<file path="config.mk">
export PLATFORM = sky130hd
export DESIGN_NAME = hex_serial_frame_filter
export DESIGN_NICKNAME = d
export VERILOG_FILES = /design/src/sv/hsff_pkg.sv /design/src/sv/hsff_cell.sv /design/src/sv/hex_serial_frame_filter.sv
export SDC_FILE = /design/constraint.sdc
export NUM_CORES = 2
export LEC_CHECK = 0
export BUFFER_PORTS_ARGS = -buffer_cell sky130_fd_sc_hd__clkbuf_2
export CAP_MARGIN = 15
export CORE_MARGIN = 2
export CORE_UTILIZATION = 60
export CTS_CLUSTER_SIZE = 20
export DETAILED_ROUTE_END_ITERATION = 12
export PLACE_DENSITY = 0.76
export SYNTH_ARGS = -nofsm -noshare
export SYNTH_HDL_FRONTEND = slang
export SYNTH_HIERARCHICAL = 1
export SYNTH_SLANG_ARGS = --single-unit
export TNS_END_PERCENT = 10
</file>
<file path="constraint.sdc">
create_clock -name i_clk -period 8.5 [get_ports i_clk]
set_clock_uncertainty 0.2 [all_clocks]
set_input_delay 1.275 -clock i_clk [delete_from_list [all_inputs] [get_ports i_clk]]
set_output_delay 1.275 -clock i_clk [all_outputs]
set_load 0.01 [all_outputs]
</file>
<file path="src/sv/hsff_pkg.sv">
// Shared types and constants of the hex serial frame filter.
package hsff_pkg;

    localparam int LIST_DEPTH_DEF = 16;
    localparam int MAX_DIGITS_DEF = 8;

    localparam int IN_DATA_W  = 48;
    localparam int IN_USER_W  = 2;
    localparam int OUT_DATA_W = 72;
    localparam int OUT_USER_W = 2;
    localparam int ADDR_W     = 3;

    // input word layout
    localparam int IU_MODE  = 0;
    localparam int IU_START = 1;

    // output word layout
    localparam int OD_ACC    = 0;
    localparam int OD_SER_LO = 1;
    localparam int OD_SER_HI = 32;
    localparam int OD_IDX_LO = 33;
    localparam int OD_IDX_HI = 36;
    localparam int OD_MSR_LO = 37;
    localparam int OD_MSR_HI = 68;
    localparam int OD_ERR    = 69;

    localparam logic [ADDR_W-1:0] ADDR_OWN_SERIAL = 3'd0;

    localparam logic [1:0] SRC_BELL  = 2'd0;
    localparam logic [1:0] SRC_DOOR  = 2'd1;
    localparam logic [1:0] SRC_OTHER = 2'd2;

    localparam logic MODE_BYTE  = 1'b0;
    localparam logic MODE_ENTRY = 1'b1;

    localparam logic [7:0] CH_B = 8'h42;
    localparam logic [7:0] CH_D = 8'h44;
    localparam logic [7:0] CH_T = 8'h54;
    localparam logic [7:0] CH_0 = 8'h30;
    localparam logic [7:0] CH_9 = 8'h39;
    localparam logic [7:0] CH_A = 8'h41;
    localparam logic [7:0] CH_F = 8'h46;
    localparam logic [7:0] LETTER_OFS = 8'd55;

    // search token walking the list cells
    typedef struct packed {
        logic       valid;
        logic       done;
        logic       hit;
        logic [3:0] idx;
    } t_token;

endpackage

</file>
<file path="src/sv/hsff_cell.sv">
// One allow-list slot: holds an entry and passes the search token on.
module hsff_cell #(
    parameter int CELL_IDX = 0
) (
    input  logic           i_clk,
    input  logic           i_rst_n,
    input  logic           i_wr_en,
    input  logic [31:0]    i_wr_data,
    input  logic [31:0]    i_key,
    input  hsff_pkg::t_token i_tok,
    output hsff_pkg::t_token o_tok
);
    import hsff_pkg::*;

    logic [31:0] r_entry;
    t_token      r_tok;
    t_token      n_tok;

    always_comb begin
        n_tok = i_tok;
        if (i_tok.valid && !i_tok.done) begin
            if (r_entry == 32'd0) begin
                n_tok.done = 1'b1;
            end else if (r_entry == i_key) begin
                n_tok.done = 1'b1;
                n_tok.hit  = 1'b1;
                n_tok.idx  = 4'(CELL_IDX);
            end
        end
    end

    always_ff @(posedge i_clk) begin
        if (!i_rst_n) begin
            r_entry <= 32'd0;
            r_tok   <= '0;
        end else begin
            if (i_wr_en) begin
                r_entry <= i_wr_data;
            end
            r_tok <= n_tok;
        end
    end

    assign o_tok = r_tok;

endmodule

</file>
<file path="src/sv/hex_serial_frame_filter.sv">
// Top level: hex serial frame parser with allow-list search chain.
//
// channel  | direction | signals                     | contents
// s_axis   | in        | tvalid tready tdata tuser   | message byte or list entry
// m_axis   | out       | tvalid tready tdata tuser   | frame verdict on 'T'
// apb      | in        | psel penable pwrite paddr.. | own_serial at address 0
//
// Ordinary bytes and entry writes are taken in the idle state, which they keep.
// A closing 'T' of a bell, other or bad frame moves to the send state; of a door
// frame it first waits in search for the token to walk the row of list cells.
// Reset clears the list, the parser and own_serial.
// Input is taken while a verdict waits on m_axis; a new verdict waits for it.
module hex_serial_frame_filter #(
    parameter int LIST_DEPTH = hsff_pkg::LIST_DEPTH_DEF,
    parameter int MAX_DIGITS = hsff_pkg::MAX_DIGITS_DEF
) (
    input  logic                            i_clk,
    input  logic                            i_rst_n,
    input  logic                            s_axis_tvalid,
    output logic                            s_axis_tready,
    // data_byte[7:0], entry_index[11:8], entry_value[43:12], zero pad
    input  logic [hsff_pkg::IN_DATA_W-1:0]  s_axis_tdata,
    // mode[0], frame_start[1]
    input  logic [hsff_pkg::IN_USER_W-1:0]  s_axis_tuser,
    output logic                            m_axis_tvalid,
    input  logic                            m_axis_tready,
    // accepted[0], parsed_serial[32:1], matched_index[36:33],
    // matched_serial[68:37], format_error[69], zero pad
    output logic [hsff_pkg::OUT_DATA_W-1:0] m_axis_tdata,
    // source_kind[1:0]
    output logic [hsff_pkg::OUT_USER_W-1:0] m_axis_tuser,
    input  logic                            psel,
    input  logic                            penable,
    input  logic                            pwrite,
    input  logic [hsff_pkg::ADDR_W-1:0]     paddr,
    input  logic [31:0]                     pwdata,
    output logic [31:0]                     prdata,
    output logic                            pready
);
    import hsff_pkg::*;

    localparam int CNT_W = $clog2(MAX_DIGITS + 1);

    typedef enum logic [2:0] {
        S_IDLE   = 3'b001,
        S_SEARCH = 3'b010,
        S_SEND   = 3'b100
    } t_state;

    t_state r_state, n_state;

    logic [31:0]      r_own;
    logic [1:0]       r_pos,  n_pos;
    logic [1:0]       r_src,  n_src;
    logic [31:0]      r_acc,  n_acc;
    logic [CNT_W-1:0] r_cnt,  n_cnt;
    logic             r_err,  n_err;
    logic             r_done, n_done;

    logic             r_res_acc, n_res_acc;
    logic [3:0]       r_res_idx, n_res_idx;
    logic [31:0]      r_res_ser, n_res_ser;

    logic                  r_m_valid, n_m_valid;
    logic [OUT_DATA_W-1:0] r_m_data,  n_m_data;
    logic [OUT_USER_W-1:0] r_m_user,  n_m_user;

    logic        w_in_acc;
    logic        w_mode;
    logic        w_start;
    logic [7:0]  w_byte;
    logic [3:0]  w_eidx;
    logic [31:0] w_eval;
    logic        w_is_hex;
    logic [3:0]  w_nib;
    logic        w_launch;
    logic        w_load_out;

    t_token w_tok [LIST_DEPTH+1];

    assign w_in_acc = s_axis_tvalid && s_axis_tready;
    assign w_mode   = s_axis_tuser[IU_MODE];
    assign w_start  = s_axis_tuser[IU_START];
    assign w_byte   = s_axis_tdata[7:0];
    assign w_eidx   = s_axis_tdata[11:8];
    assign w_eval   = s_axis_tdata[43:12];

    assign s_axis_tready = (r_state == S_IDLE);

    // configuration port
    assign pready = 1'b1;
    assign prdata = (paddr == ADDR_OWN_SERIAL) ? r_own : 32'd0;

    always_ff @(posedge i_clk) begin
        if (!i_rst_n) begin
            r_own <= 32'd0;
        end else if (psel && penable && pwrite && pready && paddr == ADDR_OWN_SERIAL) begin
            r_own <= pwdata;
        end
    end

    // hex digit decode
    always_comb begin
        w_is_hex = 1'b1;
        w_nib    = 4'd0;
        if (w_byte >= CH_0 && w_byte <= CH_9) begin
            w_nib = w_byte[3:0];
        end else if (w_byte >= CH_A && w_byte <= CH_F) begin
            w_nib = 4'(w_byte - LETTER_OFS);
        end else begin
            w_is_hex = 1'b0;
        end
    end

    // parser and sequencer
    always_comb begin
        n_state   = r_state;
        n_pos     = r_pos;
        n_src     = r_src;
        n_acc     = r_acc;
        n_cnt     = r_cnt;
        n_err     = r_err;
        n_done    = r_done;
        n_res_acc = r_res_acc;
        n_res_idx = r_res_idx;
        n_res_ser = r_res_ser;
        w_launch  = 1'b0;
        w_load_out = 1'b0;

        unique case (r_state)
            S_IDLE: begin
                if (w_in_acc && w_mode == MODE_BYTE) begin
                    if (w_start) begin
                        n_pos  = 2'd1;
                        n_src  = SRC_OTHER;
                        n_acc  = 32'd0;
                        n_cnt  = '0;
                        n_err  = 1'b0;
                        n_done = 1'b0;
                    end else if (!r_done) begin
                        if (r_pos == 2'd1) begin
                            if (w_byte == CH_B) begin
                                n_src = SRC_BELL;
                            end else if (w_byte == CH_D) begin
                                n_src = SRC_DOOR;
                            end else begin
                                n_src = SRC_OTHER;
                            end
                            n_pos = 2'd2;
                        end else if (w_byte != CH_T) begin
                            if (!w_is_hex || r_cnt >= CNT_W'(MAX_DIGITS)) begin
                                n_err = 1'b1;
                            end else begin
                                n_acc = {r_acc[27:0], w_nib};
                                n_cnt = r_cnt + 1'b1;
                            end
                        end else begin
                            n_done    = 1'b1;
                            n_pos     = 2'd0;
                            n_res_idx = 4'd0;
                            n_res_ser = 32'd0;
                            if (!r_err && r_src == SRC_DOOR) begin
                                w_launch = 1'b1;
                                n_state  = S_SEARCH;
                            end else begin
                                n_res_acc = !r_err && r_src == SRC_BELL && r_acc == r_own;
                                n_state   = S_SEND;
                            end
                        end
                    end
                end
            end
            S_SEARCH: begin
                if (w_tok[LIST_DEPTH].valid) begin
                    n_res_acc = w_tok[LIST_DEPTH].hit;
                    n_res_idx = w_tok[LIST_DEPTH].hit ? w_tok[LIST_DEPTH].idx : 4'd0;
                    n_res_ser = w_tok[LIST_DEPTH].hit ? r_acc : 32'd0;
                    n_state   = S_SEND;
                end
            end
            S_SEND: begin
                if (!r_m_valid || m_axis_tready) begin
                    w_load_out = 1'b1;
                    n_state    = S_IDLE;
                end
            end
            default: begin
                n_state = S_IDLE;
            end
        endcase
    end

    // output register
    always_comb begin
        n_m_valid = r_m_valid;
        n_m_data  = r_m_data;
        n_m_user  = r_m_user;
        if (w_load_out) begin
            n_m_valid = 1'b1;
            n_m_data  = '0;
            n_m_data[OD_ACC]              = r_res_acc;
            n_m_data[OD_SER_HI:OD_SER_LO] = r_acc;
            n_m_data[OD_IDX_HI:OD_IDX_LO] = r_res_idx;
            n_m_data[OD_MSR_HI:OD_MSR_LO] = r_res_ser;
            n_m_data[OD_ERR]              = r_err;
            n_m_user = r_src;
        end else if (m_axis_tready) begin
            n_m_valid = 1'b0;
        end
    end

    always_ff @(posedge i_clk) begin
        if (!i_rst_n) begin
            r_state   <= S_IDLE;
            r_pos     <= 2'd0;
            r_src     <= SRC_OTHER;
            r_acc     <= 32'd0;
            r_cnt     <= '0;
            r_err     <= 1'b0;
            r_done    <= 1'b1;
            r_m_valid <= 1'b0;
        end else begin
            r_state   <= n_state;
            r_pos     <= n_pos;
            r_src     <= n_src;
            r_acc     <= n_acc;
            r_cnt     <= n_cnt;
            r_err     <= n_err;
            r_done    <= n_done;
            r_m_valid <= n_m_valid;
        end
    end

    always_ff @(posedge i_clk) begin
        r_res_acc <= n_res_acc;
        r_res_idx <= n_res_idx;
        r_res_ser <= n_res_ser;
        r_m_data  <= n_m_data;
        r_m_user  <= n_m_user;
    end

    assign m_axis_tvalid = r_m_valid;
    assign m_axis_tdata  = r_m_data;
    assign m_axis_tuser  = r_m_user;

    // allow-list cell row
    assign w_tok[0] = '{valid: w_launch, done: 1'b0, hit: 1'b0, idx: 4'd0};

    for (genvar g = 0; g < LIST_DEPTH; g++) begin : g_cell
        logic w_wsel;
        assign w_wsel = w_in_acc && w_mode == MODE_ENTRY && 32'(w_eidx) == g;

        hsff_cell #(
            .CELL_IDX (g)
        ) u_cell (
            .i_clk     (i_clk),
            .i_rst_n   (i_rst_n),
            .i_wr_en   (w_wsel),
            .i_wr_data (w_eval),
            .i_key     (r_acc),
            .i_tok     (w_tok[g]),
            .o_tok     (w_tok[g+1])
        );
    end

endmodule

</file>
Word-level counts from Yosys, hierarchy flattened
Index checks and enable logic that the tools add are counted.
- register bits: 810
- bits of input ports: 92
- word-level logic and storage cells: 389
- add/sub/neg operators: 2
- magnitude comparators: 5
- equality and inequality tests: 52
- multiplexer cells: 138
- bitwise logic cells: 3
- reductions and logical operators: 96
- operators with widths (cell ; count):
    32-bit == test ; 17
    32-bit zero test ; 16
    32-bit two-way mux ; 13
    6-bit two-way mux ; 29
    5-bit two-way mux ; 17
    32-bit one-hot mux with 2 select lines ; 1
    4-bit two-way mux ; 14
    1-bit two-way mux ; 44
    1-bit logical AND ; 42
    4-bit == test, second input constant ; 8
    3-bit two-way mux ; 8
    1-bit zero test ; 18
    2-bit two-way mux ; 9
    2-bit != test, second input constant ; 9
    4-bit by 3-bit == test with 1-bit output, second input constant ; 4
    8-bit by 7-bit == test with 1-bit output, second input constant ; 2
    7-bit AND reduction ; 2
    6-bit AND reduction ; 2
    2-bit nonzero test ; 5
    3-bit one-hot mux with 3 select lines ; 1
    4-bit by 2-bit == test with 1-bit output, second input constant ; 2
    8-bit by 6-bit greater-or-equal comparator with 1-bit output, second input constant ; 1
    8-bit by 7-bit greater-or-equal comparator with 1-bit output, second input constant ; 1
    8-bit by 6-bit less-or-equal comparator with 1-bit output, second input constant ; 1
    other kinds (23) ; 30

Logic depth before layout (Yosys ltp)
- word-level depth: 11
- gate-level depth with buffers: 10

By module
Netlist, hierarchy kept.
- by module, submodules not included (module ; times used ; cells an instance ; area an instance (µm²)):
    hex_serial_frame_filter ; 1 ; 668 ; 7581.0
    hsff_cell (g_cell[11].u_cell ...) ; 4 ; 179 ; 1870.5
    hsff_cell (g_cell[12].u_cell ...) ; 3 ; 176 ; 1836.8
    hsff_cell (g_cell[10].u_cell ...) ; 3 ; 180 ; 1833.0
    hsff_cell (g_cell[1].u_cell ...) ; 3 ; 177 ; 1833.0
    hsff_cell (g_cell[15].u_cell) ; 1 ; 176 ; 1860.5
    hsff_cell (g_cell[4].u_cell) ; 1 ; 177 ; 1835.5
    hsff_cell (g_cell[0].u_cell) ; 1 ; 176 ; 1756.7

Worst setup path after synthesis
No wires, ideal clock.
- path kind: in2reg
- start: in m_axis_tready
- end: reg r_m_data[0], in the netlist m_axis_tdata[0] (enable)
- setup time: 511 ps
- data arrival time: 4540 ps
- data required time: 7789 ps
- path slack: 3248 ps
- cell stages on the path: 2
- path buffers: 0
- path through: nor2b_1 -> nor2b_1
- longest elaborated chain between the ends: 3
- ends and longest elaborated chain (element ; RTL line ; source):
    start, declared ; hex_serial_frame_filter.sv:26 ; input logic m_axis_tready,
    1-bit logical OR ; hex_serial_frame_filter.sv:182 ; if (!r_m_valid || m_axis_tready) begin
    1-bit two-way mux ; hex_serial_frame_filter.sv:182 ;
    1-bit two-way mux ; hex_serial_frame_filter.sv:130 ; unique case (r_state)
    end signal, assigned ; hex_serial_frame_filter.sv:238 ; r_m_data <= n_m_data;
    end, declared ; hex_serial_frame_filter.sv:65 ; logic [OUT_DATA_W-1:0] r_m_data, n_m_data;
Every way passes these cells.
A chain may end at the register's enable or synchronous reset.

Worst setup path in the final report
- start: in paddr[1] (netlist bit)
- end: out prdata[20]
- longest elaborated chain between the ends: 2
- ends and longest elaborated chain (element ; RTL line ; source):
    start, declared ; hex_serial_frame_filter.sv:35 ; input logic [hsff_pkg::ADDR_W-1:0] paddr,
    3-bit zero test ; hex_serial_frame_filter.sv:92 ; assign prdata = (paddr == ADDR_OWN_SERIAL) ? r_own : 32'd0;
    32-bit two-way mux ; hex_serial_frame_filter.sv:92 ;
    end, declared ; hex_serial_frame_filter.sv:37 ; output logic [31:0] prdata,
Every way passes these cells.

==> results.yml <==
cells_and_area:
  nets: 3776
  postLayoutCellArea_um2: 41800
  area_growth_pct: 12.9
  stdcell_count: 4536
  diodes: 0
  drive_gt1_share_pct: 13.3
  fillCellCount: 4581
  finish.utilization_pct: 68.1
sta:
  setup_violations: 0
  setup_tns_ps: 0
  max_freq_mhz: 272
  drv_slew: 0
  period_share_pct: 43.3
  hold_ws_ps: 210
  maxSlewHeadroom_pct: 18.7
  final-hold-violation-count: 0
  fin_crit_ps: 3680
  tightest_slew_ps: 1220
  rsz0062_at_grt: "no"
worst_setup_path:
  critPathMaxFanout: 34
  critPathTopFamily: "buffers and inverters"
  worst-path-stages: 5
  startpoint_type: "input port"
  crit_slowest_cell: "buf_4"
  cpMostUsedCell: "clkbuf_2"
  critPathBufInv: 3
  end_kind: "output pin"
  crit_chain: "clkbuf_2 -> nor3_2 -> buf_4 -> and2_1 -> clkbuf_2"
  slowest_delay_ps: 310
  setup.worst_path.class: "in -> out"
  crit_arrival_ps: 2200
  reg2reg_depth: 5
  cp.required_ps: 7030
die:
  dieArea_um2: 63600
  core_region_area_um2: 61400
  rows: 91
  chipHeight_um: 252
  die_x_um: 252
  io_pins: 201
  initial_core_util_pct: 60.3
clocking:
  cts_buffers: 83
  clock_path_buffers: 3
  cts-root-buf: "clkbuf_16"
  clock_sinks: 810
  clk-insertion-delay-late_ps: 650
  cts_tree: "built"
  holdBufCountCts: 0
  post_cts_buffers: 0
  cts_resized: 0
  htree_levels: 3
  clk_pin_slew_ps: 60
yosys:
  synth.avg_cell_area_um2: 10.5
  synth_cells: 3507
  syn-cell-area_um2: 37000
  yosys_warnings: 6
global_routing:
  grt_max_degree: 159
  grt_pass1_wl_um: 171000
  antenna_found_initial: 2
  grtUsageTotal_pct: 36.5
  grt_overflow_total: 0
  grt_pass1_vias: 26600
hold_path:
  hold_path_depth: 2
  hp-class: "reg -> reg"
placed_design:
  hpwl_um: 68500
  dp.cells: 4377
  io_buffer_count: 193
  gp_congestion: 0.908
  dpl-instance-area_um2: 38800
route:
  dr.pass1.iters: 6
  drt_iter0_drc: 3532
  wire_per_inst_um: 26.3
  wl_um: 120000
  vias: 28200
  postRouteAntennaNets: 0
  drc: 0
  via_per_inst: 6.22
power_and_ir_drop:
  power_density_nw_per_um2: 195
  vdd_drop_max_mv: 0.145
  p_leak_nw: 15.9
run_status:
  status: "complete, no violations"
flow_run:
  drv_cap: 0
## tightest hold or removal path: cells and delay by family, from the launching register on
kind / cells / cell delay [ps]
flops: 1 / 300
simple gates: 1 / 50
compound gates: 1 / 40
## registers in the layout, summed over array words and instances (netlist names), 3 cells and up
register / cells
r_res_idx: 4
g_cell.u_cell/o_tok: 111
r_state: 3
m_axis_tdata: 70
r_cnt: 4
r_acc: 32
r_res_ser: 32
g_cell.u_cell/r_entry: 512
r_own: 32
## layout make-up
type / instances / area (um^2) / share of cell area (%)
clock buffers: 112 / 2330 / 5.57
clock inverters: 41 / 505 / 1.21
inverters: 17 / 63.8 / 0.153
multi-input cells: 2520 / 19000 / 45.6
flip-flops and latches: 810 / 17300 / 41.5
well taps: 790 / 988 / 2.37
repair buffers: 246 / 1480 / 3.55
## placed cells by master (no fill, tap or decap), drive strengths merged, types with 22 or more instances in the layout
cell type	n
and2	49
nand2	181
nor2	81
o21ai	46
a21boi	34
nand3	40
nor2b	486
buf	54
inv	22
nand4	112
edfxtp	109
dfxtp	701
clkbuf	304
and3	39
nor4	218
mux2i	515
xor2	276
xnor2	269
## power by group
group | internal [mW] | switching (mW) | total (mW) | leakage (nW)
Sequential | 3.89 | 0.0227 | 3.91 | 6.77
Combinational | 0.144 | 0.298 | 0.442 | 7.77
Clock | 2.24 | 1.56 | 3.79 | 1.38
## metal layers
| metal | routed length [um] | GRT usage (%) | part of all wire (%) | vias to the layer above |
|---|---|---|---|---|
| met5 | 28 | 0 | 0.023 | - |
| met4 | 7310 | 19.2 | 6.1 | 4 |
| met3 | 13000 | 8.31 | 11 | 441 |
| met2 | 50800 | 55.2 | 43 | 1607 |
| li1 | - | - | - | 12600 |
| met1 | 48300 | 49.0 | 40 | 13600 |
## through the flow
| step | power, mW | setup WS, ps |
|---|---|---|
| after floorplan | 4.23 | 3250 |
| after CTS | 8.15 | 4820 |
| after global placement | 4.41 | 4310 |
| after detailed placement | 4.42 | 4190 |
| after global routing | 8.34 | 4780 |
| final | 8.15 | 4820 |
## worst paths after layout
path / end / slack [ps] / start
setup / recovery: prdata[20] / 4820 / paddr[1]
hold / removal: g_cell[12].u_cell/o_tok[1] / 210 / g_cell[11].u_cell/o_tok[1]
setup reg to reg: g_cell[6].u_cell/r_entry[3] / 5050 / r_state[2]
hold reg to reg: g_cell[12].u_cell/o_tok[1] / 210 / g_cell[11].u_cell/o_tok[1]
Note: power is estimated with default switching activity, not from simulation.
